`src/rtl/humidity_temperature_compensation_assert.svh`:
```
// Assertion macros for the humidity and temperature compensation block
`ifndef HUMIDITY_TEMPERATURE_COMPENSATION_ASSERT_SVH
`define HUMIDITY_TEMPERATURE_COMPENSATION_ASSERT_SVH
`ifndef SYNTHESIS
`define HTC_ASSERT(lbl, clk, rst_n, prop) \
  lbl: assert property (@(posedge clk) disable iff (!rst_n) prop) \
    else $error("htc assertion failed");
`define HTC_ASSERT_NORST(lbl, clk, prop) \
  lbl: assert property (@(posedge clk) prop) else $error("htc assertion failed");
`else
`define HTC_ASSERT(lbl, clk, rst_n, prop)
`define HTC_ASSERT_NORST(lbl, clk, prop)
`endif
`endif

```
`src/rtl/htc_pkg.sv`:
```
// Package: types and constants of the humidity and temperature compensation block
`default_nettype none
package htc_pkg;

  localparam int FRAC_BITS_DEF   = 8;
  localparam int QUEUE_DEPTH_DEF = 4;
  localparam int FRONT_STAGES    = 2;

  localparam int CFG_IDX_W  = 4;
  localparam int CFG_DATA_W = 16;
  localparam int RAW_W      = 16;
  localparam int HREF_W     = 8;
  localparam int TREF_W     = 10;
  localparam int VALUE_W    = 24;

  localparam int DX_W       = RAW_W + 1;
  localparam int DY_W       = TREF_W + 1;
  localparam int DEN_W      = RAW_W;
  localparam int MAG_PROD_W = RAW_W + TREF_W;

  // log2 of the reference divisors: half percent and eighth degree
  localparam int HUM_SHIFT  = 1;
  localparam int TEMP_SHIFT = 3;

  localparam logic [CFG_IDX_W-1:0] REG_HUM_REF_LOW   = 4'd0;
  localparam logic [CFG_IDX_W-1:0] REG_HUM_REF_HIGH  = 4'd1;
  localparam logic [CFG_IDX_W-1:0] REG_TEMP_REF_LOW  = 4'd2;
  localparam logic [CFG_IDX_W-1:0] REG_TEMP_REF_HIGH = 4'd3;
  localparam logic [CFG_IDX_W-1:0] REG_HUM_RAW_LOW   = 4'd4;
  localparam logic [CFG_IDX_W-1:0] REG_HUM_RAW_HIGH  = 4'd5;
  localparam logic [CFG_IDX_W-1:0] REG_TEMP_RAW_LOW  = 4'd6;
  localparam logic [CFG_IDX_W-1:0] REG_TEMP_RAW_HIGH = 4'd7;

  localparam logic ACT_HUM  = 1'b0;
  localparam logic ACT_TEMP = 1'b1;

  localparam logic signed [VALUE_W-1:0] VAL_MAX = 24'sh7FFFFF;
  localparam logic signed [VALUE_W-1:0] VAL_MIN = -24'sh800000;

  typedef struct packed {
    logic                    action;
    logic signed [RAW_W-1:0] raw_sample;
  } in_word_t;

  typedef struct packed {
    logic signed [VALUE_W-1:0] value;
    logic                      zero_span;
    logic                      saturated;
  } out_word_t;

  typedef struct packed {
    logic [HREF_W-1:0]       hum_ref_low;
    logic [HREF_W-1:0]       hum_ref_high;
    logic [TREF_W-1:0]       temp_ref_low;
    logic [TREF_W-1:0]       temp_ref_high;
    logic signed [RAW_W-1:0] hum_raw_low;
    logic signed [RAW_W-1:0] hum_raw_high;
    logic signed [RAW_W-1:0] temp_raw_low;
    logic signed [RAW_W-1:0] temp_raw_high;
  } cfg_regs_t;

endpackage
`default_nettype wire

```
`src/rtl/htc_cfg.sv`:
```
// Calibration register file
`default_nettype none
module htc_cfg import htc_pkg::*; (
  input  wire logic                  clk,
  input  wire logic                  rst_n,
  input  wire logic                  wr_valid_i,
  output logic                       wr_ready_o,
  input  wire logic [CFG_IDX_W-1:0]  wr_index_i,
  input  wire logic [CFG_DATA_W-1:0] wr_data_i,
  output cfg_regs_t                  regs_o
);

  cfg_regs_t cfg_r;
  cfg_regs_t cfg_nxt;

  assign wr_ready_o = 1'b1;
  assign regs_o     = cfg_r;

  always_comb begin
    cfg_nxt = cfg_r;
    if (wr_valid_i) begin
      case (wr_index_i)
        REG_HUM_REF_LOW:   cfg_nxt.hum_ref_low   = wr_data_i[HREF_W-1:0];
        REG_HUM_REF_HIGH:  cfg_nxt.hum_ref_high  = wr_data_i[HREF_W-1:0];
        REG_TEMP_REF_LOW:  cfg_nxt.temp_ref_low  = wr_data_i[TREF_W-1:0];
        REG_TEMP_REF_HIGH: cfg_nxt.temp_ref_high = wr_data_i[TREF_W-1:0];
        REG_HUM_RAW_LOW:   cfg_nxt.hum_raw_low   = wr_data_i[RAW_W-1:0];
        REG_HUM_RAW_HIGH:  cfg_nxt.hum_raw_high  = wr_data_i[RAW_W-1:0];
        REG_TEMP_RAW_LOW:  cfg_nxt.temp_raw_low  = wr_data_i[RAW_W-1:0];
        REG_TEMP_RAW_HIGH: cfg_nxt.temp_raw_high = wr_data_i[RAW_W-1:0];
        default: begin
        end
      endcase
    end
  end

  always_ff @(posedge clk) begin
    if (!rst_n) begin
      cfg_r <= '0;
    end else begin
      cfg_r <= cfg_nxt;
    end
  end

endmodule
`default_nettype wire

```
`src/rtl/htc_front.sv`:
```
// Front end: selects calibration set, forms differences, magnitudes and product
`default_nettype none
module htc_front import htc_pkg::*; #(
  parameter int FRAC_BITS = FRAC_BITS_DEF,
  localparam int NUM_W    = MAG_PROD_W + FRAC_BITS - HUM_SHIFT,
  localparam int OFS_W    = TREF_W + FRAC_BITS - TEMP_SHIFT,
  localparam int ENTRY_W  = NUM_W + OFS_W + DEN_W + 2
) (
  input  wire logic      clk,
  input  wire logic      rst_n,
  input  wire logic      accept_i,
  input  wire in_word_t  in_word_i,
  input  wire cfg_regs_t cfg_i,
  output logic           push_o,
  output logic [ENTRY_W-1:0] entry_o
);

  logic [RAW_W-1:0]  x0;
  logic [RAW_W-1:0]  x1;
  logic [TREF_W-1:0] y0;
  logic [TREF_W-1:0] y1;
  logic [DX_W-1:0]   dx_nxt;
  logic [DX_W-1:0]   dxr_nxt;
  logic [DY_W-1:0]   dy_nxt;
  logic [OFS_W-1:0]  ofs_nxt;
  logic              temp_nxt;

  logic              s1_valid_r;
  logic [DX_W-1:0]   s1_dx_r;
  logic [DX_W-1:0]   s1_dxr_r;
  logic [DY_W-1:0]   s1_dy_r;
  logic [OFS_W-1:0]  s1_ofs_r;
  logic              s1_temp_r;

  logic [DX_W-1:0]       dx_abs;
  logic [DX_W-1:0]       dxr_abs;
  logic [DY_W-1:0]       dy_abs;
  logic [MAG_PROD_W-1:0] prod;
  logic [NUM_W-1:0]      num_nxt;

  logic              s2_valid_r;
  logic [NUM_W-1:0]  s2_num_r;
  logic [DEN_W-1:0]  s2_den_r;
  logic [OFS_W-1:0]  s2_ofs_r;
  logic              s2_neg_r;
  logic              s2_zero_r;

  always_comb begin
    temp_nxt = (in_word_i.action == ACT_TEMP);
    if (temp_nxt) begin
      x0      = cfg_i.temp_raw_low;
      x1      = cfg_i.temp_raw_high;
      y0      = cfg_i.temp_ref_low;
      y1      = cfg_i.temp_ref_high;
      ofs_nxt = OFS_W'(y0) << (FRAC_BITS - TEMP_SHIFT);
    end else begin
      x0      = cfg_i.hum_raw_low;
      x1      = cfg_i.hum_raw_high;
      y0      = {{(TREF_W-HREF_W){1'b0}}, cfg_i.hum_ref_low};
      y1      = {{(TREF_W-HREF_W){1'b0}}, cfg_i.hum_ref_high};
      ofs_nxt = OFS_W'(y0) << (FRAC_BITS - HUM_SHIFT);
    end
    dx_nxt  = {in_word_i.raw_sample[RAW_W-1], in_word_i.raw_sample} - {x0[RAW_W-1], x0};
    dxr_nxt = {x1[RAW_W-1], x1} - {x0[RAW_W-1], x0};
    dy_nxt  = {1'b0, y1} - {1'b0, y0};
  end

  always_ff @(posedge clk) begin
    if (!rst_n) begin
      s1_valid_r <= 1'b0;
    end else begin
      s1_valid_r <= accept_i;
    end
  end

  always_ff @(posedge clk) begin
    if (accept_i) begin
      s1_dx_r   <= dx_nxt;
      s1_dxr_r  <= dxr_nxt;
      s1_dy_r   <= dy_nxt;
      s1_ofs_r  <= ofs_nxt;
      s1_temp_r <= temp_nxt;
    end
  end

  always_comb begin
    dx_abs  = s1_dx_r[DX_W-1]  ? (~s1_dx_r + 1'b1)  : s1_dx_r;
    dxr_abs = s1_dxr_r[DX_W-1] ? (~s1_dxr_r + 1'b1) : s1_dxr_r;
    dy_abs  = s1_dy_r[DY_W-1]  ? (~s1_dy_r + 1'b1)  : s1_dy_r;
    prod    = dx_abs[RAW_W-1:0] * dy_abs[TREF_W-1:0];
    if (s1_temp_r) begin
      num_nxt = NUM_W'(prod) << (FRAC_BITS - TEMP_SHIFT);
    end else begin
      num_nxt = NUM_W'(prod) << (FRAC_BITS - HUM_SHIFT);
    end
  end

  always_ff @(posedge clk) begin
    if (!rst_n) begin
      s2_valid_r <= 1'b0;
    end else begin
      s2_valid_r <= s1_valid_r;
    end
  end

  always_ff @(posedge clk) begin
    if (s1_valid_r) begin
      s2_num_r  <= num_nxt;
      s2_den_r  <= dxr_abs[DEN_W-1:0];
      s2_ofs_r  <= s1_ofs_r;
      s2_neg_r  <= s1_dx_r[DX_W-1] ^ s1_dy_r[DY_W-1] ^ s1_dxr_r[DX_W-1];
      s2_zero_r <= (s1_dxr_r == '0);
    end
  end

  assign push_o  = s2_valid_r;
  assign entry_o = {s2_neg_r, s2_zero_r, s2_den_r, s2_ofs_r, s2_num_r};

endmodule
`default_nettype wire

```
`src/rtl/htc_fifo.sv`:
```
// Short queue between front end and divider back end
`default_nettype none
`include "humidity_temperature_compensation_assert.svh"
module htc_fifo import htc_pkg::*; #(
  parameter int WIDTH     = 8,
  parameter int DEPTH     = QUEUE_DEPTH_DEF,
  localparam int PTR_W    = $clog2(DEPTH),
  localparam int CNT_W    = $clog2(DEPTH + 1)
) (
  input  wire logic             clk,
  input  wire logic             rst_n,
  input  wire logic             push_i,
  input  wire logic [WIDTH-1:0] din_i,
  input  wire logic             pop_i,
  output logic [WIDTH-1:0]      dout_o,
  output logic [CNT_W-1:0]      count_o
);

  logic [WIDTH-1:0] mem_r [DEPTH];
  logic [WIDTH-1:0] dout_r;
  logic [PTR_W-1:0] wr_ptr_r;
  logic [PTR_W-1:0] wr_ptr_nxt;
  logic [PTR_W-1:0] rd_ptr_r;
  logic [PTR_W-1:0] rd_ptr_nxt;
  logic [CNT_W-1:0] count_r;
  logic [CNT_W-1:0] count_nxt;

  always_comb begin
    wr_ptr_nxt = wr_ptr_r;
    rd_ptr_nxt = rd_ptr_r;
    count_nxt  = count_r;
    if (push_i) begin
      wr_ptr_nxt = (wr_ptr_r == PTR_W'(DEPTH - 1)) ? '0 : wr_ptr_r + 1'b1;
    end
    if (pop_i) begin
      rd_ptr_nxt = (rd_ptr_r == PTR_W'(DEPTH - 1)) ? '0 : rd_ptr_r + 1'b1;
    end
    if (push_i && !pop_i) begin
      count_nxt = count_r + 1'b1;
    end else if (pop_i && !push_i) begin
      count_nxt = count_r - 1'b1;
    end
  end

  always_ff @(posedge clk) begin
    if (!rst_n) begin
      wr_ptr_r <= '0;
      rd_ptr_r <= '0;
      count_r  <= '0;
    end else begin
      wr_ptr_r <= wr_ptr_nxt;
      rd_ptr_r <= rd_ptr_nxt;
      count_r  <= count_nxt;
    end
  end

  // head word registered from the next read address; a word written there bypasses
  always_ff @(posedge clk) begin
    if (push_i) begin
      mem_r[wr_ptr_r] <= din_i;
    end
    if (push_i && (wr_ptr_r == rd_ptr_nxt)) begin
      dout_r <= din_i;
    end else begin
      dout_r <= mem_r[rd_ptr_nxt];
    end
  end

  assign dout_o  = dout_r;
  assign count_o = count_r;

  `HTC_ASSERT(a_no_overflow, clk, rst_n, push_i && !pop_i |-> count_r < CNT_W'(DEPTH))
  `HTC_ASSERT(a_no_underflow, clk, rst_n, pop_i |-> count_r != '0)
  `HTC_ASSERT_NORST(a_reset_empty, clk, !rst_n |=> count_r == '0)

endmodule
`default_nettype wire

```
`src/rtl/htc_back.sv`:
```
// Back end: bit-per-stage restoring divider, sign, offset, zero-span flag and saturation
`default_nettype none
`include "humidity_temperature_compensation_assert.svh"
module htc_back import htc_pkg::*; #(
  parameter int FRAC_BITS = FRAC_BITS_DEF,
  localparam int NUM_W    = MAG_PROD_W + FRAC_BITS - HUM_SHIFT,
  localparam int OFS_W    = TREF_W + FRAC_BITS - TEMP_SHIFT,
  localparam int ENTRY_W  = NUM_W + OFS_W + DEN_W + 2,
  localparam int SUM_W    = NUM_W + 2
) (
  input  wire logic               clk,
  input  wire logic               rst_n,
  input  wire logic               entry_valid_i,
  input  wire logic [ENTRY_W-1:0] entry_i,
  output logic                    out_valid_o,
  output out_word_t               out_word_o
);

  logic             st_valid_r [NUM_W];
  logic [DEN_W-1:0] st_rem_r   [NUM_W];
  logic [NUM_W-1:0] st_nq_r    [NUM_W];
  logic [DEN_W-1:0] st_den_r   [NUM_W];
  logic [OFS_W-1:0] st_ofs_r   [NUM_W];
  logic             st_neg_r   [NUM_W];
  logic             st_zero_r  [NUM_W];

  for (genvar k = 0; k < NUM_W; k++) begin : g_div
    logic             vld_in;
    logic [DEN_W-1:0] rem_in;
    logic [NUM_W-1:0] nq_in;
    logic [DEN_W-1:0] den_in;
    logic [OFS_W-1:0] ofs_in;
    logic             neg_in;
    logic             zero_in;
    logic [DEN_W:0]   trial;
    logic [DEN_W:0]   diff;
    logic             ge;
    logic [DEN_W-1:0] rem_nxt;
    logic [NUM_W-1:0] nq_nxt;

    if (k == 0) begin : g_head
      assign vld_in  = entry_valid_i;
      assign rem_in  = '0;
      assign nq_in   = entry_i[NUM_W-1:0];
      assign ofs_in  = entry_i[NUM_W +: OFS_W];
      assign den_in  = entry_i[NUM_W + OFS_W +: DEN_W];
      assign zero_in = entry_i[ENTRY_W-2];
      assign neg_in  = entry_i[ENTRY_W-1];
    end else begin : g_link
      assign vld_in  = st_valid_r[k-1];
      assign rem_in  = st_rem_r[k-1];
      assign nq_in   = st_nq_r[k-1];
      assign ofs_in  = st_ofs_r[k-1];
      assign den_in  = st_den_r[k-1];
      assign zero_in = st_zero_r[k-1];
      assign neg_in  = st_neg_r[k-1];
    end

    // numerator bits shift out at the top, quotient bits shift in at the bottom
    assign trial   = {rem_in, nq_in[NUM_W-1]};
    assign ge      = (trial >= {1'b0, den_in});
    assign diff    = trial - {1'b0, den_in};
    assign rem_nxt = ge ? diff[DEN_W-1:0] : trial[DEN_W-1:0];
    assign nq_nxt  = {nq_in[NUM_W-2:0], ge};

    always_ff @(posedge clk) begin
      if (!rst_n) begin
        st_valid_r[k] <= 1'b0;
      end else begin
        st_valid_r[k] <= vld_in;
      end
    end

    always_ff @(posedge clk) begin
      st_rem_r[k]  <= rem_nxt;
      st_nq_r[k]   <= nq_nxt;
      st_den_r[k]  <= den_in;
      st_ofs_r[k]  <= ofs_in;
      st_neg_r[k]  <= neg_in;
      st_zero_r[k] <= zero_in;
    end
  end

  logic                    sg_valid_r;
  logic signed [NUM_W:0]   sg_q_r;
  logic [NUM_W:0]          q_ext;
  logic [NUM_W:0]          q_nxt;
  logic [OFS_W-1:0]        sg_ofs_r;
  logic                    sg_zero_r;

  assign q_ext = {1'b0, st_nq_r[NUM_W-1]};
  assign q_nxt = st_neg_r[NUM_W-1] ? (~q_ext + 1'b1) : q_ext;

  always_ff @(posedge clk) begin
    if (!rst_n) begin
      sg_valid_r <= 1'b0;
    end else begin
      sg_valid_r <= st_valid_r[NUM_W-1];
    end
  end

  always_ff @(posedge clk) begin
    sg_q_r    <= q_nxt;
    sg_ofs_r  <= st_ofs_r[NUM_W-1];
    sg_zero_r <= st_zero_r[NUM_W-1];
  end

  logic signed [SUM_W-1:0] sum;
  logic                    out_valid_r;
  out_word_t               out_word_r;
  out_word_t               out_word_nxt;

  always_comb begin
    sum = SUM_W'(sg_q_r) + SUM_W'($signed({1'b0, sg_ofs_r}));
    out_word_nxt.zero_span = 1'b0;
    out_word_nxt.saturated = 1'b0;
    out_word_nxt.value     = sum[VALUE_W-1:0];
    if (sg_zero_r) begin
      out_word_nxt.zero_span = 1'b1;
      out_word_nxt.value     = '0;
    end else if (sum > SUM_W'(VAL_MAX)) begin
      out_word_nxt.saturated = 1'b1;
      out_word_nxt.value     = VAL_MAX;
    end else if (sum < SUM_W'(VAL_MIN)) begin
      out_word_nxt.saturated = 1'b1;
      out_word_nxt.value     = VAL_MIN;
    end
  end

  always_ff @(posedge clk) begin
    if (!rst_n) begin
      out_valid_r <= 1'b0;
    end else begin
      out_valid_r <= sg_valid_r;
    end
  end

  always_ff @(posedge clk) begin
    out_word_r <= out_word_nxt;
  end

  assign out_valid_o = out_valid_r;
  assign out_word_o  = out_word_r;

  `HTC_ASSERT(a_sat_at_rail, clk, rst_n, out_valid_r && out_word_r.saturated |-> out_word_r.value == VAL_MAX || out_word_r.value == VAL_MIN)
  `HTC_ASSERT(a_zero_span_flags, clk, rst_n, sg_valid_r && sg_zero_r |=> out_valid_r && out_word_r.zero_span && !out_word_r.saturated)

endmodule
`default_nettype wire

```
`src/rtl/humidity_temperature_compensation.sv`:
```
// Top level: two-point linear compensation of humidity and temperature samples
// Throughput: one sample per cycle while busy is low; the divider retires one quotient
// bit per stage over FRAC_BITS + 25 pipelined stages and the receiver cannot stall it.
// busy rises only when the queue between front end and divider nears full.
// Reset: synchronous, active low; calibration registers clear to zero, pipeline empties.
`default_nettype none
module humidity_temperature_compensation import htc_pkg::*; #(
  parameter int FRAC_BITS   = FRAC_BITS_DEF,
  parameter int QUEUE_DEPTH = QUEUE_DEPTH_DEF
) (
  input  wire logic                  clk,
  input  wire logic                  rst_n,
  input  wire logic                  start,
  output logic                       busy,
  input  wire in_word_t              in_word,
  output logic                       out_valid,
  output out_word_t                  out_word,
  input  wire logic                  cfg_valid,
  output logic                       cfg_ready,
  input  wire logic [CFG_IDX_W-1:0]  cfg_index,
  input  wire logic [CFG_DATA_W-1:0] cfg_data
);

  localparam int NUM_W   = MAG_PROD_W + FRAC_BITS - HUM_SHIFT;
  localparam int OFS_W   = TREF_W + FRAC_BITS - TEMP_SHIFT;
  localparam int ENTRY_W = NUM_W + OFS_W + DEN_W + 2;
  localparam int CNT_W   = $clog2(QUEUE_DEPTH + 1);

  cfg_regs_t          cfg_regs;
  logic               accept;
  logic               push;
  logic [ENTRY_W-1:0] push_entry;
  logic [ENTRY_W-1:0] head_entry;
  logic [CNT_W-1:0]   q_count;
  logic               pop;

  // room must remain for every word still in the front end
  assign busy   = (q_count >= CNT_W'(QUEUE_DEPTH - FRONT_STAGES));
  assign accept = start && !busy;
  assign pop    = (q_count != '0);

  htc_cfg u_cfg (
    .clk        (clk),
    .rst_n      (rst_n),
    .wr_valid_i (cfg_valid),
    .wr_ready_o (cfg_ready),
    .wr_index_i (cfg_index),
    .wr_data_i  (cfg_data),
    .regs_o     (cfg_regs)
  );

  htc_front #(
    .FRAC_BITS (FRAC_BITS)
  ) u_front (
    .clk       (clk),
    .rst_n     (rst_n),
    .accept_i  (accept),
    .in_word_i (in_word),
    .cfg_i     (cfg_regs),
    .push_o    (push),
    .entry_o   (push_entry)
  );

  htc_fifo #(
    .WIDTH (ENTRY_W),
    .DEPTH (QUEUE_DEPTH)
  ) u_fifo (
    .clk     (clk),
    .rst_n   (rst_n),
    .push_i  (push),
    .din_i   (push_entry),
    .pop_i   (pop),
    .dout_o  (head_entry),
    .count_o (q_count)
  );

  htc_back #(
    .FRAC_BITS (FRAC_BITS)
  ) u_back (
    .clk           (clk),
    .rst_n         (rst_n),
    .entry_valid_i (pop),
    .entry_i       (head_entry),
    .out_valid_o   (out_valid),
    .out_word_o    (out_word)
  );

endmodule
`default_nettype wire

```
`config.mk`:
```
export PLATFORM = sky130hd
export DESIGN_NAME = humidity_temperature_compensation
export DESIGN_NICKNAME = d
export VERILOG_FILES = /design/src/rtl/htc_pkg.sv /design/src/rtl/htc_cfg.sv /design/src/rtl/htc_front.sv /design/src/rtl/htc_fifo.sv /design/src/rtl/htc_back.sv /design/src/rtl/humidity_temperature_compensation.sv
export VERILOG_INCLUDE_DIRS = /design/src /design/src/rtl
export SDC_FILE = /design/constraint.sdc
export NUM_CORES = 2
export LEC_CHECK = 0
export ABC_AREA = 1
export BUFFER_PORTS_ARGS = -buffer_cell sky130_fd_sc_hd__buf_2
export CORE_UTILIZATION = 55
export CTS_CLUSTER_SIZE = 24
export DETAILED_ROUTE_END_ITERATION = 7
export HOLD_SLACK_MARGIN = 0.05
export PLACE_DENSITY = 0.68
export SETUP_SLACK_MARGIN = 0.05
export SLEW_MARGIN = 20
export SYNTH_ARGS = -nofsm -noshare
export SYNTH_HDL_FRONTEND = slang
export SYNTH_SLANG_ARGS = --single-unit
```
`constraint.sdc`:
```
create_clock -name clk -period 8.13 [get_ports clk]
set_input_delay 2.0325 -clock clk [delete_from_list [all_inputs] [get_ports clk]]
set_output_delay 2.0325 -clock clk [all_outputs]
set_load 0.01 [all_outputs]
```
Word-level counts from Yosys, hierarchy flattened
Memory sizes are Yosys's and may differ from the RTL's. A register that Yosys moved wholly into a read port is not among the register bits.
Cells that the tools add are included.
{ "totals": {"ff_bits": 297, "latchBits": 0, "ramBits": 3003, "romBits": 0, "output_inout_bits": 29, "n_memories": 8} }
{ "classes": {"addsub": 45, "multipliers": 1, "n_div": 0, "magnitude_cmp": 36, "eq_ne": 9, "shifts": 0, "muxes": 90, "bitwise": 39, "n_reduce_logical": 20} }
{ "mem_list": {"columns": ["memory", "words", "width", "rd", "rd_clocked_by_memory_dff", "wr", "line_no", "source"], "rows": [
  ["u_back.st_nq_r", 33, 33, 33, 0, 33, "htc_back.sv:21", "logic [NUM_W-1:0] st_nq_r [NUM_W];"],
  ["u_back.st_den_r", 33, 16, 32, 0, 33, "htc_back.sv:22", "logic [DEN_W-1:0] st_den_r [NUM_W];"],
  ["u_back.st_rem_r", 33, 16, 32, 0, 33, "htc_back.sv:20", "logic [DEN_W-1:0] st_rem_r [NUM_W];"],
  ["u_back.st_ofs_r", 33, 15, 33, 1, 33, "htc_back.sv:23", "logic [OFS_W-1:0] st_ofs_r [NUM_W];"],
  ["u_fifo.mem_r", 4, 66, 1, 1, 1, "htc_fifo.sv:19", "logic [WIDTH-1:0] mem_r [DEPTH];"],
  ["u_back.st_neg_r", 33, 1, 33, 0, 33, "htc_back.sv:24", "logic st_neg_r [NUM_W];"],
  ["+2 memories", null, null, null, null, null, null, null]
]} }
{ "op_table": {"columns": ["op", "n"], "rows": [
  ["16-bit 2-to-1 mux", 37],
  ["17-bit by 16-bit >= comparator with 1-bit output", 32],
  ["16-bit subtractor", 32],
  ["1-bit 2-to-1 mux", 40],
  ["34-bit by 16-bit adder with 35-bit output", 1],
  ["35-bit by 24-bit greater-than comparator with 1-bit output (second input constant)", 1],
  ["35-bit by 24-bit less-than comparator with 1-bit output (second input constant)", 1],
  ["34-bit by 1-bit adder with 34-bit output (second input constant)", 1],
  ["33-bit NOT with 34-bit output", 1],
  ["16-bit by 16-bit subtractor with 17-bit output", 2],
  ["33-bit 2-to-1 mux", 1],
  ["1-bit bitwise OR", 33],
  ["16-bit by 1-bit adder with 16-bit output (second input constant)", 2],
  ["16-bit NOT", 2],
  ["31-bit 2-to-1 mux", 1],
  ["10-bit 2-to-1 mux", 3],
  ["16-bit by 10-bit multiplier with 26-bit output", 1],
  ["24-bit 2-to-1 mux", 1],
  ["23-bit 2-to-1 mux", 1],
  ["17-bit zero test", 1],
  ["4-bit by 3-bit == test with 1-bit output (second input constant)", 4],
  ["1-bit by 16-bit >= comparator with 1-bit output", 1],
  ["2-bit AND reduction", 8],
  ["1-bit by 16-bit subtractor with 16-bit output", 1],
  ["20 further kinds", 32]
]} }

Longest topological paths before layout
{ "logic_depth": {"word_depth": 5, "depth_mapped": 31, "mapped_depth_nobuf": 31} }

Cells and area by module
From an unflattened synthesis, not the netlist that was laid out.
{ "hier_totals": {"cells_unflattened": 11391, "hier_area_um2": 115862.4} }
{ "by_module_without_submodules": {"columns": ["module", "n_inst", "cells_per_inst", "area_per_inst_um2", "seq_area_each_um2"], "rows": [
  ["htc_back", 1, 8396, 87767.9, 55753.5],
  ["htc_front", 1, 1704, 13262.7, 3403.3],
  ["htc_fifo", 1, 696, 10826.6, 8107.8],
  ["htc_cfg", 1, 588, 3973.8, 2001.9],
  ["humidity_temperature_compensation", 1, 7, 31.3, 0.0]
]} }

Worst setup path before layout
Ideal clock, no wire load.
{ "synth_path": {"kind": "flip-flop to flip-flop", "from": "register u_front.s1_dx_r[0]", "to": "register u_front.s2_num_r[28], data pin", "setup_ns": 0.254, "t_arrival_ns": 6.082, "setup_slack_ns": 1.794, "stages_incl_launch_ff": 31, "n_path_buf": 0, "cell_sequence": "edfxtp_1 > inv_2 > ha_1 > inv_1 > nor3_1 > inv_1 > nor3_2 > nand2_1 > o31ai_2 > o21a_1 > xnor2_1 > nand2_1 > fa_1 > inv_1 > fa_1 > fa_1 > fa_1 > inv_1 > fa_1 > inv_1 > ha_1 > a21oi_1 > o21ai_0 > inv_1 > nor2_1 > nor2_1 > nand3_1 > a21o_1 > or2_2 > nand3_1 > nand2_1"} }
{ "synth_between": {"elab_chain_cells": 5} }
{ "synth_rtl": {"columns": ["element", "line_no", "source"], "rows": [
  ["start: declaration", "htc_front.sv:29", "logic [DX_W-1:0] s1_dx_r;"],
  ["start signal: assignment", "htc_front.sv:78", "s1_dx_r <= dx_nxt;"],
  ["16-bit NOT", "htc_front.sv:87", "dx_abs = s1_dx_r[DX_W-1] ? (~s1_dx_r + 1'b1) : s1_dx_r;"],
  ["16-bit by 1-bit adder with 16-bit output", "htc_front.sv:87", null],
  ["16-bit 2-to-1 mux *", "htc_front.sv:87", null],
  ["16-bit by 10-bit multiplier with 26-bit output *", "htc_front.sv:90", "prod = dx_abs[RAW_W-1:0] * dy_abs[TREF_W-1:0];"],
  ["31-bit 2-to-1 mux *", "htc_front.sv:91", "if (s1_temp_r) begin"],
  ["via u_front.num_nxt[28]", "htc_front.sv:39", "logic [NUM_W-1:0] num_nxt;"],
  ["end signal: assignment", "htc_front.sv:108", "s2_num_r <= num_nxt;"],
  ["end: declaration", "htc_front.sv:42", "logic [NUM_W-1:0] s2_num_r;"]
]} }
The timed path passes the listed nets; every way through them passes the cells marked *.
A chain may end at the register's enable or synchronous reset.

Worst setup path in the final report
{ "layout_path": {"from": "register u_front.s1_dy_r[0]", "to": "register u_front.s2_num_r[28], data pin"} }
{ "layout_between": {"elab_chain_cells": 5} }
{ "layout_rtl": {"columns": ["element", "line_no", "source"], "rows": [
  ["start: declaration", "htc_front.sv:31", "logic [DY_W-1:0] s1_dy_r;"],
  ["start signal: assignment", "htc_front.sv:80", "s1_dy_r <= dy_nxt;"],
  ["10-bit NOT", "htc_front.sv:89", "dy_abs = s1_dy_r[DY_W-1] ? (~s1_dy_r + 1'b1) : s1_dy_r;"],
  ["10-bit by 1-bit adder with 10-bit output", "htc_front.sv:89", null],
  ["10-bit 2-to-1 mux *", "htc_front.sv:89", null],
  ["16-bit by 10-bit multiplier with 26-bit output *", "htc_front.sv:90", null],
  ["31-bit 2-to-1 mux *", "htc_front.sv:91", null],
  ["via u_front.num_nxt[28]", "htc_front.sv:39", null]
]} }
Marks and branches as above.

==> results.txt <==
The flow ran to the end, and the final reports show no timing, DRC or antenna violations. The overall fraction of global-route tracks in use came out at 22.56%. The capturing element type of the critical path is a register. In this run the post-CTS setup repair buffer count came out at 0. The initial antenna violation count is 4.

The area inside the core boundary came out at 0.1906 mm^2. The number of standard cells after synthesis is 10640. Setup repair after global routing left no endpoint under its margin. Global routing consumed, on the met2 layer, 38.46% of the routing resources. The total number of yosys warnings is 0. Of all cell types, the one taking the most synthesized area is sky130_fd_sc_hd__dfxtp_1. The met3 layer usage reported by global route came out at 3.093%. Measured against its own limit, the worst slew margin works out to 26.88%.

After the last flow step, the layout net total stands at 11670. The endpoint identified for the worst register-to-register timing path is u_front.s2_num_r[28]. The area fraction of the dominant cell type after synthesis is 48.75%.

The number of endpoints failing setup at the final stage came out at 0. After synthesis the cells add up to 0.1058 mm^2. The count of state elements after synthesis came out at 2912. For this block, the routed nets add up to 220.8 mm of wire. The buffer levels on the longest clock path came out at 4. By startpoint and endpoint, the worst setup path is classified as reg2reg. Static timing analysis puts the maximum clock frequency at 0.1366 GHz. Dividing the detail-routed via count by the number of cells gives 5.094. In this run, post-CTS repair resized a total of 0 instances. The number of enable-type register cells in the synthesized netlist is 336. TritonCTS built the clock tree. The total congestion overflow is 0. The library cell with the highest instance count after synthesis is sky130_fd_sc_hd__dfxtp_1.

The setup check on the worst reg-to-reg path leaves a slack of 0.81 ns. The via count of the first global-routing pass came to 68570. The most instantiated flip-flop cell in the synthesis netlist is sky130_fd_sc_hd__dfxtp_1.

The portion of the post-synthesis area used by sequential elements is 58.29%. The total negative setup slack came out at 0 ns. In this run the clock root is driven by a sky130_fd_sc_hd__clkbuf_16. The total nets after synthesis is 11470. The global-route wire length before repair is 353.2 mm.

After synthesis, the mean cell area works out to 9.939 um^2. The detailed router placed 69180 vias in this run. The number of iterations in the first detailed-routing pass came out at 6. Data arrives at the worst endpoint at 7.98 ns. Clock latency on the worst-skew pair, taken at its later pin, is 0.90 ns. The wire length per cell is 16.26 um. The number of maximum-capacitance violations came out at 0. The width of the die came out at 440.6 um. The count of buffers added on input and output ports is 68. Along the worst path, the maximum fanout reaches 13. The total half-perimeter wirelength after legalization and detailed placement is 161.8 mm. The class of the most critical hold timing path is reg2reg. The worst register-to-register path has a depth of 26. Clock skew on the completed layout was measured at 0.05491 ns. The detailed router's first-iteration violation count is 4079. The clock drives 2912 sinks. The maximum number of pins on one net before global-route repair came out at 107. The ratio of cells with drive above 1 in the final layout came out at 6.046%.

In this run the remaining antenna-violating nets after routing total 0. The top-level I/O count came out at 70. Buffers inserted during clock tree synthesis total 301.

The total count of hold-check failures in the final report came to 0. The area taken by flip-flops and latches is 0.06166 mm^2. The number of max-slew violations in the final report is 0. The H-tree depth came out at 5. The worst path in the final design needs a cycle of 7.321 ns, including I/O delays and setup. The area growth from synthesis to layout is 12.08%.

The area of the die is 0.1941 mm^2. The category of the worst setup path launch point is a register. The height of the chip is 440.6 um. The worst register-to-register path begins at u_front.s1_dy_r[0]. For this run, design rule violations remaining after detail routing come to 0.

By area the synthesized netlist is led by sky130_fd_sc_hd__dfxtp_1 49%, sky130_fd_sc_hd__edfxtp_1 9.5%, sky130_fd_sc_hd__ha_1 7.5%. In the synthesized netlist the async set-or-reset flop fraction comes to 0%. The measured slew at the worst slew-check pin came out at 1.093 ns. In this run, distinct cell masters in the synthesized netlist total 65.

The fraction of the cycle the final worst path needs is 90.05%. The total of hold buffers inserted after clock tree synthesis came out at 0. The clock transition time at the flip-flop clock pins of the worst setup and hold paths came out at 0.06 ns. The critical path ends at u_front.s2_num_r[28]. The total number of placement rows came out at 160.

The most congested layer reported by global routing is met2. The worst hold path was traced through 0 stages. The multi-input combinational cells in the finished layout cover a total of 0.03851 mm^2. The initial cell density of the core came out at 55.50%.

Sorting the synthesized cells by how often they occur yields 2576 x sky130_fd_sc_hd__dfxtp_1, 1607 x sky130_fd_sc_hd__nand2_1, 1241 x sky130_fd_sc_hd__inv_1. Routability-driven placement finished with a final weighted congestion of 0.9134. STA puts the critical path data required time at 8.79 ns. Global routing used 29.43% of the available met1 tracks.

In this run the worst setup path begins at u_front.s1_dy_r[0]. The number of fill cells in the layout came out at 15680.
-- stage by stage --
step | setup slack, ns | area, um^2 | std cells | utilization, % | hold slack [ns]
after CTS | 0.7926 | 118500 | 13580 | 62.19 | 0.2754
after global routing | 0.3233 | 118600 | 13580 | 62.21 | 0.2699
final | 0.8088 | 118600 | 13580 | 62.21 | 0.2788
after floorplan | 1.794 | 105800 | 10640 | - | 0.3096
after global placement | 0.7583 | 108500 | 13060 | 56.95 | 0.3096
after detailed placement | 0.7515 | 108500 | 13060 | 56.95 | 0.3121
-- cell usage in the layout, fill, tap and decap left out, drive strengths merged, types with 41 or more instances in the layout --
cell type,n
edfxtp,336
nand3,336
nand2,1624
nor2,1045
clkbuf,397
o22ai,41
inv,1265
dfxtp,2576
nand4,57
ha,636
a21boi,42
xnor2,253
nor3,87
nor4,50
a21oi,829
o21ai,553
buf,93
fa,145
xor2,262
clkinv,65
a21o,66
-- worst min-delay path by stage --
| stage | from | to | slack, ns |
|---|---|---|---|
| after floorplan | u_back.st_ofs_r[32][10] | u_back.sg_ofs_r[10] | 0.31 |
| after global placement | u_back.st_nq_r[0][618] | u_back.st_nq_r[0][652] | 0.31 |
| after detailed placement | u_back.st_neg_r[0][3] | u_back.st_neg_r[0][4] | 0.31 |
| after CTS | u_back.st_nq_r[0][430] | u_back.st_nq_r[0][464] | 0.28 |
| after global routing | u_back.st_nq_r[0][430] | u_back.st_nq_r[0][464] | 0.27 |
| final | u_back.st_nq_r[0][430] | u_back.st_nq_r[0][464] | 0.28 |
-- sequential cells by signal, indices dropped and copies added (netlist names), 2 cells and up, named ones only --
signal,flops
u_back.st_zero_r,33
u_front.s2_den_r,16
u_front.s1_dxr_r,17
u_front.s1_dy_r,11
u_front.s1_ofs_r,10
u_fifo.rd_ptr_r,2
u_back.st_valid_r,33
u_back.st_ofs_r,330
u_back.sg_q_r,34
u_back.st_rem_r,512
u_back.st_neg_r,33
u_fifo.wr_ptr_r,2
u_front.s2_num_r,28
u_back.sg_ofs_r,10
u_fifo.count_o,3
u_cfg.regs_o,100
u_front.s1_dx_r,17
u_front.s2_ofs_r,10
u_back.st_den_r,512
u_back.st_nq_r,939
u_back.out_word_o,26
u_fifo.mem_r,224
-- layout make-up --
| cell class | instances | share of cell area (%) |
|---|---|---|
| Inverter | 1255 | 3.974 |
| Antenna cell | 5 | 0.01055 |
| Clock buffer | 397 | 7.150 |
| Timing Repair Buffer | 93 | 0.4475 |
| Tap cell | 2511 | 2.650 |
| Sequential cell | 2912 | 52.01 |
| Clock inverter | 121 | 1.277 |
| Multi-Input combinational cell | 6288 | 32.48 |
-- cells by family (layout without fill, tap and decap cells) --
| kind of cell | Yosys count | in the layout | share of synthesized area, % |
|---|---|---|---|
| XOR/XNOR | 515 | 515 | 4.289 |
| flip-flops | 2912 | 2912 | 58.29 |
| buffers and inverters | 1443 | 1866 | 5.344 |
| adder cells (fa/ha/maj) | 781 | 781 | 10.27 |
| other | 1 | 6 | 0.003545 |
| multiplexers | 18 | 18 | 0.1703 |
| AND/OR/NAND/NOR | 3248 | 3248 | 12.61 |
| AO/OA/AOI/OAI | 1725 | 1725 | 9.025 |
-- worst max-delay path, cell delays in order, from the launching register on --
cell                       delay, ns
sky130_fd_sc_hd__edfxtp_1       0.60
sky130_fd_sc_hd__inv_1          0.24
sky130_fd_sc_hd__ha_1           0.30
sky130_fd_sc_hd__nand2_1        0.07
sky130_fd_sc_hd__o21ai_0        0.08
sky130_fd_sc_hd__or2_2          0.30
sky130_fd_sc_hd__nand2_1        0.34
sky130_fd_sc_hd__clkinv_1       0.54
sky130_fd_sc_hd__nor2_1         0.29
sky130_fd_sc_hd__fa_1           0.45
sky130_fd_sc_hd__fa_1           0.48
sky130_fd_sc_hd__fa_1           0.52
sky130_fd_sc_hd__fa_1           0.55
sky130_fd_sc_hd__inv_1          0.06
sky130_fd_sc_hd__fa_1           0.52
sky130_fd_sc_hd__inv_1          0.04
sky130_fd_sc_hd__ha_1           0.37
sky130_fd_sc_hd__a21oi_1        0.27
sky130_fd_sc_hd__o21ai_0        0.14
sky130_fd_sc_hd__inv_1          0.10
sky130_fd_sc_hd__nor2_1         0.04
sky130_fd_sc_hd__nor2_1         0.09
sky130_fd_sc_hd__nand3_1        0.12
sky130_fd_sc_hd__a21o_1         0.19
sky130_fd_sc_hd__or2_2          0.28
sky130_fd_sc_hd__nand3_1        0.07
sky130_fd_sc_hd__nand2_1        0.05
-- layer usage --
layer / wire length (um) / vias to the layer above
li1: - / 35090
met1: 100100 / 32170
met2: 104700 / 1490
met3: 9445 / 430
met4: 6588 / 0
met5: 0 / -
Power is left out: the tool's default activity adds up to more than one toggle a clock period on the data nets, which glitch-free logic cannot reach.
